<file path="src/rtl/core/s256_pkg.sv">
// Shared types and constants for the SHA-256 byte stream hasher.
package s256_pkg;

  typedef logic [31:0] word_t;
  typedef word_t [7:0] hash_t;
  typedef word_t [15:0] block_t;

  // Function codes carried in the input tuser bit.
  localparam logic FUNC_ABSORB = 1'b0;
  localparam logic FUNC_FINISH = 1'b1;

  localparam logic [7:0] PAD_BYTE   = 8'h80;
  localparam logic [5:0] LEN_OFFSET = 6'd56;

  localparam hash_t HASH_INIT = '{
    32'h5be0cd19, 32'h1f83d9ab, 32'h9b05688c, 32'h510e527f,
    32'ha54ff53a, 32'h3c6ef372, 32'hbb67ae85, 32'h6a09e667
  };

  // Round constant table.
  function automatic word_t round_k(input logic [5:0] idx);
    word_t k;
    unique case (idx)
      6'd0: k = 32'h428a2f98;  6'd1: k = 32'h71374491;  6'd2: k = 32'hb5c0fbcf;
      6'd3: k = 32'he9b5dba5;  6'd4: k = 32'h3956c25b;  6'd5: k = 32'h59f111f1;
      6'd6: k = 32'h923f82a4;  6'd7: k = 32'hab1c5ed5;  6'd8: k = 32'hd807aa98;
      6'd9: k = 32'h12835b01;  6'd10: k = 32'h243185be; 6'd11: k = 32'h550c7dc3;
      6'd12: k = 32'h72be5d74; 6'd13: k = 32'h80deb1fe; 6'd14: k = 32'h9bdc06a7;
      6'd15: k = 32'hc19bf174; 6'd16: k = 32'he49b69c1; 6'd17: k = 32'hefbe4786;
      6'd18: k = 32'h0fc19dc6; 6'd19: k = 32'h240ca1cc; 6'd20: k = 32'h2de92c6f;
      6'd21: k = 32'h4a7484aa; 6'd22: k = 32'h5cb0a9dc; 6'd23: k = 32'h76f988da;
      6'd24: k = 32'h983e5152; 6'd25: k = 32'ha831c66d; 6'd26: k = 32'hb00327c8;
      6'd27: k = 32'hbf597fc7; 6'd28: k = 32'hc6e00bf3; 6'd29: k = 32'hd5a79147;
      6'd30: k = 32'h06ca6351; 6'd31: k = 32'h14292967; 6'd32: k = 32'h27b70a85;
      6'd33: k = 32'h2e1b2138; 6'd34: k = 32'h4d2c6dfc; 6'd35: k = 32'h53380d13;
      6'd36: k = 32'h650a7354; 6'd37: k = 32'h766a0abb; 6'd38: k = 32'h81c2c92e;
      6'd39: k = 32'h92722c85; 6'd40: k = 32'ha2bfe8a1; 6'd41: k = 32'ha81a664b;
      6'd42: k = 32'hc24b8b70; 6'd43: k = 32'hc76c51a3; 6'd44: k = 32'hd192e819;
      6'd45: k = 32'hd6990624; 6'd46: k = 32'hf40e3585; 6'd47: k = 32'h106aa070;
      6'd48: k = 32'h19a4c116; 6'd49: k = 32'h1e376c08; 6'd50: k = 32'h2748774c;
      6'd51: k = 32'h34b0bcb5; 6'd52: k = 32'h391c0cb3; 6'd53: k = 32'h4ed8aa4a;
      6'd54: k = 32'h5b9cca4f; 6'd55: k = 32'h682e6ff3; 6'd56: k = 32'h748f82ee;
      6'd57: k = 32'h78a5636f; 6'd58: k = 32'h84c87814; 6'd59: k = 32'h8cc70208;
      6'd60: k = 32'h90befffa; 6'd61: k = 32'ha4506ceb; 6'd62: k = 32'hbef9a3f7;
      default: k = 32'hc67178f2;
    endcase
    return k;
  endfunction

  function automatic word_t ror32(input word_t v, input int unsigned n);
    return (v >> n) | (v << (32 - n));
  endfunction

endpackage

</file>
<file path="src/rtl/core/s256_front.sv">
// Input queue: accepts items and holds them until the back end takes them.
module s256_front import s256_pkg::*; (
  input  logic       clk,
  input  logic       rst_n,
  input  logic       in_valid,
  output logic       in_ready,
  input  logic       in_func,
  input  logic [7:0] in_byte,
  output logic       q_valid,
  input  logic       q_pop,
  output logic       q_func,
  output logic [7:0] q_byte
);

  logic [1:0] cnt_r;
  logic       wr_ptr_r;
  logic       rd_ptr_r;
  logic [8:0] mem_r [2];
  logic       push;

  assign in_ready = (cnt_r != 2'd2);
  assign push     = in_valid && in_ready;
  assign q_valid  = (cnt_r != 2'd0);
  assign q_func   = mem_r[rd_ptr_r][8];
  assign q_byte   = mem_r[rd_ptr_r][7:0];

  // Two-entry queue storage.
  always_ff @(posedge clk) begin
    if (push) begin
      mem_r[wr_ptr_r] <= {in_func, in_byte};
    end
  end

  // Pointers and fill level.
  always_ff @(posedge clk) begin
    if (!rst_n) begin
      cnt_r    <= 2'd0;
      wr_ptr_r <= 1'b0;
      rd_ptr_r <= 1'b0;
    end else begin
      if (push) wr_ptr_r <= ~wr_ptr_r;
      if (q_pop) rd_ptr_r <= ~rd_ptr_r;
      if (push && !q_pop) cnt_r <= cnt_r + 2'd1;
      else if (!push && q_pop) cnt_r <= cnt_r - 2'd1;
    end
  end

endmodule

</file>
<file path="src/rtl/core/s256_round.sv">
// Compression engine: one round per cycle with a rolling message schedule.
module s256_round import s256_pkg::*; (
  input  logic   clk,
  input  logic   rst_n,
  input  logic   start,
  input  block_t blk,
  input  hash_t  hash_in,
  output logic   done,
  output hash_t  hash_out
);

  logic   busy_r;
  logic   fin_r;
  logic [5:0] rnd_r;
  hash_t  s_r;
  block_t w_r;
  word_t  big1, big0, ch, maj, t1, t2, sig0, sig1, w_new;

  // Round function on the working variables.
  always_comb begin
    big1  = ror32(s_r[4], 6) ^ ror32(s_r[4], 11) ^ ror32(s_r[4], 25);
    ch    = (s_r[4] & s_r[5]) ^ (~s_r[4] & s_r[6]);
    t1    = s_r[7] + big1 + ch + round_k(rnd_r) + w_r[0];
    big0  = ror32(s_r[0], 2) ^ ror32(s_r[0], 13) ^ ror32(s_r[0], 22);
    maj   = (s_r[0] & s_r[1]) ^ (s_r[0] & s_r[2]) ^ (s_r[1] & s_r[2]);
    t2    = big0 + maj;
    sig0  = ror32(w_r[1], 7) ^ ror32(w_r[1], 18) ^ (w_r[1] >> 3);
    sig1  = ror32(w_r[14], 17) ^ ror32(w_r[14], 19) ^ (w_r[14] >> 10);
    w_new = w_r[0] + sig0 + w_r[9] + sig1;
  end

  // Final feed-forward add.
  always_comb begin
    for (int i = 0; i < 8; i++) begin
      hash_out[i] = hash_in[i] + s_r[i];
    end
  end

  assign done = fin_r;

  // Control.
  always_ff @(posedge clk) begin
    if (!rst_n) begin
      busy_r <= 1'b0;
      fin_r  <= 1'b0;
      rnd_r  <= 6'd0;
    end else begin
      fin_r <= busy_r && (rnd_r == 6'd63);
      if (start) begin
        busy_r <= 1'b1;
        rnd_r  <= 6'd0;
      end else if (busy_r) begin
        rnd_r <= rnd_r + 6'd1;
        if (rnd_r == 6'd63) busy_r <= 1'b0;
      end
    end
  end

  // Working variables and schedule window.
  always_ff @(posedge clk) begin
    if (start) begin
      s_r <= hash_in;
      w_r <= blk;
    end else if (busy_r) begin
      s_r[7] <= s_r[6];
      s_r[6] <= s_r[5];
      s_r[5] <= s_r[4];
      s_r[4] <= s_r[3] + t1;
      s_r[3] <= s_r[2];
      s_r[2] <= s_r[1];
      s_r[1] <= s_r[0];
      s_r[0] <= t1 + t2;
      for (int i = 0; i < 15; i++) begin
        w_r[i] <= w_r[i + 1];
      end
      w_r[15] <= w_new;
    end
  end

endmodule

</file>
<file path="src/rtl/core/s256_back.sv">
// Back end: block assembly, padding, compression control and digest output.
module s256_back import s256_pkg::*; (
  input  logic        clk,
  input  logic        rst_n,
  input  logic        q_valid,
  output logic        q_pop,
  input  logic        q_func,
  input  logic [7:0]  q_byte,
  output logic        out_valid,
  input  logic        out_ready,
  output logic [31:0] out_word,
  output logic [2:0]  out_index,
  output logic        out_last
);

  localparam logic [1:0] ST_IDLE = 2'd0;
  localparam logic [1:0] ST_PAD  = 2'd1;
  localparam logic [1:0] ST_COMP = 2'd2;
  localparam logic [1:0] ST_OUT  = 2'd3;

  logic [1:0]  state_r, state_nxt;
  hash_t       hash_r;
  block_t      blk_r;
  logic [5:0]  fill_r;
  logic [63:0] bits_r;
  logic [63:0] len_r;
  logic        pad_first_r;
  logic        len_phase_r;
  logic        pad_mode_r;
  logic        ret_out_r, ret_out_nxt;
  logic        start_r;
  logic [2:0]  idx_r;
  logic        push;
  logic [7:0]  push_byte;
  logic        len_push;
  logic        done;
  hash_t       hash_sum;

  s256_round u_round (
    .clk     (clk),
    .rst_n   (rst_n),
    .start   (start_r),
    .blk     (blk_r),
    .hash_in (hash_r),
    .done    (done),
    .hash_out(hash_sum)
  );

  // Byte source for the block buffer.
  always_comb begin
    push      = 1'b0;
    push_byte = q_byte;
    len_push  = 1'b0;
    q_pop     = 1'b0;
    if (state_r == ST_IDLE) begin
      q_pop = q_valid;
      push  = q_valid && (q_func == FUNC_ABSORB);
    end else if (state_r == ST_PAD) begin
      push = 1'b1;
      priority if (pad_first_r) begin
        push_byte = PAD_BYTE;
      end else if (len_phase_r || fill_r == LEN_OFFSET) begin
        push_byte = len_r[63:56];
        len_push  = 1'b1;
      end else begin
        push_byte = 8'h00;
      end
    end
  end

  // Next state.
  always_comb begin
    state_nxt   = state_r;
    ret_out_nxt = ret_out_r;
    unique case (state_r)
      ST_IDLE: begin
        if (q_valid && q_func == FUNC_FINISH) begin
          state_nxt = ST_PAD;
        end else if (push && fill_r == 6'd63) begin
          state_nxt   = ST_COMP;
          ret_out_nxt = 1'b0;
        end
      end
      ST_PAD: begin
        if (fill_r == 6'd63) begin
          state_nxt   = ST_COMP;
          ret_out_nxt = len_push;
        end
      end
      ST_COMP: begin
        // A length block goes to output; other padding continues; data returns to idle.
        if (done) state_nxt = ret_out_r ? ST_OUT : (pad_mode_r ? ST_PAD : ST_IDLE);
      end
      default: begin
        if (out_ready && idx_r == 3'd7) state_nxt = ST_IDLE;
      end
    endcase
  end

  // Block buffer: big-endian byte lanes.
  always_ff @(posedge clk) begin
    if (push) begin
      unique case (fill_r[1:0])
        2'd0: blk_r[fill_r[5:2]][31:24] <= push_byte;
        2'd1: blk_r[fill_r[5:2]][23:16] <= push_byte;
        2'd2: blk_r[fill_r[5:2]][15:8]  <= push_byte;
        default: blk_r[fill_r[5:2]][7:0] <= push_byte;
      endcase
    end
  end

  // Length register shifts out one byte per length push.
  always_ff @(posedge clk) begin
    if (state_r == ST_IDLE && q_valid && q_func == FUNC_FINISH) begin
      len_r <= bits_r;
    end else if (len_push) begin
      len_r <= {len_r[55:0], 8'h00};
    end
  end

  // Control and hash state.
  always_ff @(posedge clk) begin
    if (!rst_n) begin
      state_r     <= ST_IDLE;
      hash_r      <= HASH_INIT;
      fill_r      <= 6'd0;
      bits_r      <= 64'd0;
      pad_first_r <= 1'b0;
      len_phase_r <= 1'b0;
      pad_mode_r  <= 1'b0;
      ret_out_r   <= 1'b0;
      start_r     <= 1'b0;
      idx_r       <= 3'd0;
    end else begin
      state_r   <= state_nxt;
      ret_out_r <= ret_out_nxt;
      start_r   <= push && fill_r == 6'd63;
      if (push) fill_r <= fill_r + 6'd1;
      if (state_r == ST_IDLE && push) bits_r <= bits_r + 64'd8;
      if (state_r == ST_IDLE && q_valid && q_func == FUNC_FINISH) begin
        pad_first_r <= 1'b1;
        len_phase_r <= 1'b0;
        pad_mode_r  <= 1'b1;
      end else if (state_r == ST_PAD) begin
        pad_first_r <= 1'b0;
        if (len_push) len_phase_r <= 1'b1;
      end else if (state_r == ST_COMP && done && !ret_out_r) begin
        pad_first_r <= 1'b0;
      end
      if (done) hash_r <= hash_sum;
      if (state_r == ST_OUT && out_ready) begin
        idx_r <= idx_r + 3'd1;
        if (idx_r == 3'd7) begin
          hash_r      <= HASH_INIT;
          fill_r      <= 6'd0;
          bits_r      <= 64'd0;
          len_phase_r <= 1'b0;
          pad_mode_r  <= 1'b0;
        end
      end
    end
  end

  // Digest words come straight from the held hash state.
  assign out_valid = (state_r == ST_OUT);
  assign out_word  = hash_r[idx_r];
  assign out_index = idx_r;
  assign out_last  = (idx_r == 3'd7);

endmodule

</file>
<file path="src/rtl/core/sha256_byte_stream_hasher_unit.sv">
// Top level of the SHA-256 byte stream hasher.
//
//  channel  | direction | tdata                              | tuser / tlast
//  in_      | slave     | [7:0] data_byte                    | tuser: func
//  out_     | master    | [31:0] digest_word, [34:32] index  | tlast: last_word
//
// An absorb item is taken from the queue while the back end is idle; every 64th byte
// starts a compression that runs one round per cycle, during which input waits in a
// two-entry queue. A finish item pads one byte per cycle and runs one or two
// compressions, then emits eight words, one per cycle while out_tready is high.
// Reset loads the initial hash values and clears all counts; the block buffer
// needs no clearing.
module sha256_byte_stream_hasher_unit import s256_pkg::*; (
  input  logic        clk,
  input  logic        rst_n,
  input  logic        in_tvalid,
  output logic        in_tready,
  input  logic [7:0]  in_tdata,   // [7:0] data_byte
  input  logic        in_tuser,   // [0] func
  output logic        out_tvalid,
  input  logic        out_tready,
  output logic [39:0] out_tdata,  // [31:0] digest_word, [34:32] word_index, zero fill
  output logic        out_tlast   // last_word
);

  logic        q_valid;
  logic        q_pop;
  logic        q_func;
  logic [7:0]  q_byte;
  logic [31:0] word;
  logic [2:0]  index;

  s256_front u_front (
    .clk     (clk),
    .rst_n   (rst_n),
    .in_valid(in_tvalid),
    .in_ready(in_tready),
    .in_func (in_tuser),
    .in_byte (in_tdata),
    .q_valid (q_valid),
    .q_pop   (q_pop),
    .q_func  (q_func),
    .q_byte  (q_byte)
  );

  s256_back u_back (
    .clk      (clk),
    .rst_n    (rst_n),
    .q_valid  (q_valid),
    .q_pop    (q_pop),
    .q_func   (q_func),
    .q_byte   (q_byte),
    .out_valid(out_tvalid),
    .out_ready(out_tready),
    .out_word (word),
    .out_index(index),
    .out_last (out_tlast)
  );

  // Pack the result item.
  assign out_tdata = {5'd0, index, word};

endmodule

</file>
<file path="config.mk">
export PLATFORM = sky130hd
export DESIGN_NAME = sha256_byte_stream_hasher_unit
export DESIGN_NICKNAME = d
export VERILOG_FILES = /design/src/rtl/core/s256_pkg.sv /design/src/rtl/core/s256_front.sv /design/src/rtl/core/s256_round.sv /design/src/rtl/core/s256_back.sv /design/src/rtl/core/sha256_byte_stream_hasher_unit.sv
export SDC_FILE = /design/constraint.sdc
export NUM_CORES = 2
export LEC_CHECK = 0
export ABC_AREA = 1
export BUFFER_PORTS_ARGS = -buffer_cell sky130_fd_sc_hd__buf_2
export CAP_MARGIN = 10
export CORE_MARGIN = 3
export CORE_UTILIZATION = 30
export CTS_CLUSTER_SIZE = 8
export DETAILED_ROUTE_END_ITERATION = 16
export PLACE_DENSITY = 0.52
export SYNTH_ARGS = -nofsm -noshare
export SYNTH_HDL_FRONTEND = slang
export SYNTH_SLANG_ARGS = --single-unit
</file>
<file path="constraint.sdc">
create_clock -name clk -period 36 [get_ports clk]
set_input_delay 0 -clock clk [delete_from_list [all_inputs] [get_ports clk]]
set_output_delay 0 -clock clk [all_outputs]
set_load 0.005 [all_outputs]
</file>
==> impl_metrics.py <==
metrics = {
    "status": {
        "status": "completed",
    },
    "clocking": {
        "root_buffer": "clkbuf_16",
        "numCtsBuffers": 245,
        "clk_latency_ns": 0.94,
        "clk_path_buf_depth": 4,
        "postCtsSetupRepairBufs": 0,
        "postCtsHoldBufs": 23,
        "cts-resized-gates": 0,
        "htree_levels": 4,
        "cts_tree": "yes",
        "cts.sink_count": 1737,
        "path_clk_slew_ns": 0.06,
    },
    "drt": {
        "route.antenna.remaining_nets": 0,
        "wl_per_cell_um": 23.7,
        "drtIter0Drc": 10000,
        "wl_um": 434000,
        "vias": 95000,
        "viasPerCell": 5.18,
        "drt_pass1_iterations": 6,
        "post-route-drc-count": 0,
    },
    "global_route": {
        "antenna_found_initial": 11,
        "grt_usage": 0.226,
        "grt_pass1_vias": 89600,
        "grt_max_degree": 178,
        "globalRouteOverflowTotal": 0,
        "grt_pass1_wl_um": 625000,
    },
    "sta": {
        "finClkSkew_ns": 0.0870,
        "relSlewSlack": 0.168,
        "fin_ws_ns": 28.47,
        "drv_slew": 0,
        "fin_setup_tns_ns": 0,
        "min_period_ns": 7.53,
        "period_share": 0.209,
        "setup_viol": 0,
        "rsz0062_at_grt": "no",
        "finalHoldViolations": 0,
        "worstMarginPinSlew_ns": 1.24,
        "max_clock_freq_mhz": 133,
    },
    "synthesis": {
        "yosysWarnings": 0,
        "synth-edff-count": 1359,
        "yosys.area.top_type": "edfxtp_1",
        "netlist_area_sq_um": 109000,
        "ys_types": 63,
        "synthTopCellsByCount": "nand2_1, o21ai_0, inv_1",
        "ys.flop_type": "edfxtp_1",
        "synth_area_per_cell_sq_um": 8.00,
        "yosysMostFrequentCell": "nand2_1",
        "ys_ff_latch": 1737,
        "synthTopCellsByArea": "edfxtp_1, nand2_1, o21ai_0",
        "postSynthCellCount": 13600,
        "synth_top_area_frac": 0.376,
        "synth_seq_area_share": 0.445,
        "synth-async-reset-ratio": 0,
    },
    "setup_path": {
        "r2r_cells": 24,
        "critPathMostFrequentCell": "fa_1",
        "crit_family": "adder cells",
        "crit_end": "u_back.u_round.s_r[24]",
        "start_kind": "flip-flop",
        "crit_cells": 24,
        "crit_path_cell_trace": "xnor2_1, xor2_1, fa_1, fa_1, fa_1, inv_1, ha_1, fa_1, nand2_1, nand3_1, nand2_1, nand2_1, a21oi_1, o31ai_1, xor2_1, fa_1, ha_1, a21o_1, a21oi_1, o21a_1, nand3_1, or2_2, nand3_1, o21ai_0",
        "rr_startpoint": "u_back.u_round.s_r[140]",
        "cp_slowest_cell": "edfxtp_1",
        "worst_r2r_endpoint": "u_back.u_round.s_r[24]",
        "r2r_setup_slack_ns": 28.47,
        "critPathLaunch": "u_back.u_round.s_r[140]",
        "worst-path-buf-inv": 1,
        "cp.required_ns": 36.58,
        "crit_arrival_ns": 8.11,
        "timing_worst_setup_path_type": "reg2reg",
        "slowest_delay_ns": 0.59,
        "cp_max_fo": 7,
        "end_kind": "flip-flop",
    },
    "pwr": {
        "power_leakage_nw": 49.4,
        "p_per_area_nw_per_um2": 55.4,
        "vdd_drop_max_mv": 0.116,
    },
    "floorplanning": {
        "start_util": 0.302,
        "rows": 220,
        "fp.dieW_um": 608,
        "die_y_um": 608,
        "die_area_sq_um": 369000,
        "coreArea_sq_um": 360000,
        "pin_count": 56,
    },
    "place": {
        "place.gp.congestion": 0.978,
        "dp_hpwl_um": 314000,
        "portBuffers": 50,
        "place_ws_ns": 28.63,
    },
    "worst_hold_path": {
        "min_path_type": "in2reg",
    },
    "flow_run": {
        "drv_cap": 0,
    },
    "finish": {
        "area_growth_pct": 11.3,
        "drive_above_1_share": 0.0444,
        "fillers": 38000,
        "final_nets": 14000,
    },
}
-- cell usage in the layout (no fill, tap or decap), types with 71 or more instances in the layout --
cell type,n
nand2_1,3221
o21ai_0,2125
inv_1,1716
edfxtp_1,1359
nor2_1,833
a21oi_1,775
nand3_1,635
ha_1,395
dfxtp_1,373
clkbuf_16,250
xor2_1,220
fa_1,195
xnor2_1,169
nor3_1,126
clkbuf_1,118
buf_4,106
o21ai_1,100
nand4_1,97
o211ai_1,84
a31oi_1,71
-- logic make-up (layout without fill, tap and decap cells) --
kind of cell | count (synthesis) | in the layout | share of synthesized area
xor+xnor | 389 | 389 | 0.0314
compound gates | 3417 | 3417 | 0.167
fa+ha+maj | 609 | 609 | 0.0832
simple gates | 5073 | 5073 | 0.191
flops | 1737 | 1737 | 0.445
other cells | 1 | 11 | 0.0000345
buf+inv | 2361 | 2321 | 0.0823
-- power breakdown --
| group | total, W | switching [W] | internal (W) | leakage [nW] |
|---|---|---|---|---|
| registers | 0.00291 | 0.000120 | 0.00279 | 15.5 |
| logic | 0.00159 | 0.00121 | 0.000378 | 30.5 |
| clock network | 0.00220 | 0.000920 | 0.00128 | 3.34 |
-- metrics by stage --
step	std cells	hold WS (ns)	total power, W	area [sq um]	util
after floorplan	13600	0.0989	0.00406	109000	-
final	18300	0.123	0.00670	121000	0.336
after CTS	18300	0.0598	0.00675	121000	0.336
after global routing	18300	0.109	0.00704	121000	0.336
after detailed placement	17900	0.252	0.00454	114000	0.316
after global placement	17900	0.264	0.00449	114000	0.316
-- metal layers --
layer / vias up / GRT usage / share of wire
met5: - / 0 / 0.000060
met4: 4 / 0.0855 / 0.042
met3: 715 / 0.0314 / 0.071
met2: 3589 / 0.359 / 0.45
met1: 45600 / 0.311 / 0.44
li1: 45100 / - / -
-- flip-flops by register name, indices dropped and copies added (netlist names), named ones only --
register               count
u_back.state_r             2
u_front.rd_ptr_r           1
u_back.u_round.busy_r      1
u_back.len_r              61
u_back.len_phase_r         1
u_back.pad_first_r         1
u_back.pad_mode_r          1
u_back.blk_r             512
u_front.mem_r             18
u_back.start_r             1
u_back.u_round.done        1
u_back.u_round.s_r       256
u_back.bits_r             61
u_front.wr_ptr_r           1
u_back.ret_out_r           1
u_back.fill_r              6
u_back.out_index           3
u_front.cnt_r              2
u_back.u_round.rnd_r       6
u_back.hash_r            256
u_back.u_round.w_r       512
-- tightest hold or removal path, delay by kind of cell --
kind,cells,cell delay [ns]
AO/OA/AOI/OAI,2,0.18
buffers and inverters,2,0.82
-- layout make-up --
type                       instances  area (sq um)  area share
multi-input combinational       9493         51600       0.426
sequential                      1737         48400       0.400
clock buffer                     372          6750      0.0559
inverter                        1748          6590      0.0545
tap                             4773          5970      0.0494
timing repair buffer             187          1440      0.0119
clock inverter                    14           209     0.00173
antenna                            6          15.0    0.000124
-- how the worst min path moves through the flow --
stage	start	end	cells after the start
after global placement	in_tdata[3]	u_front.mem_r[0][3]	1
after CTS	rst_n	u_front.cnt_r[0]	4
after detailed placement	in_tdata[3]	u_front.mem_r[1][3]	1
after floorplan	in_tdata[0]	u_front.mem_r[0][0]	0
final	rst_n	u_front.cnt_r[0]	4
after global routing	rst_n	u_front.cnt_r[0]	4
Power figures use the tool's default switching activity.
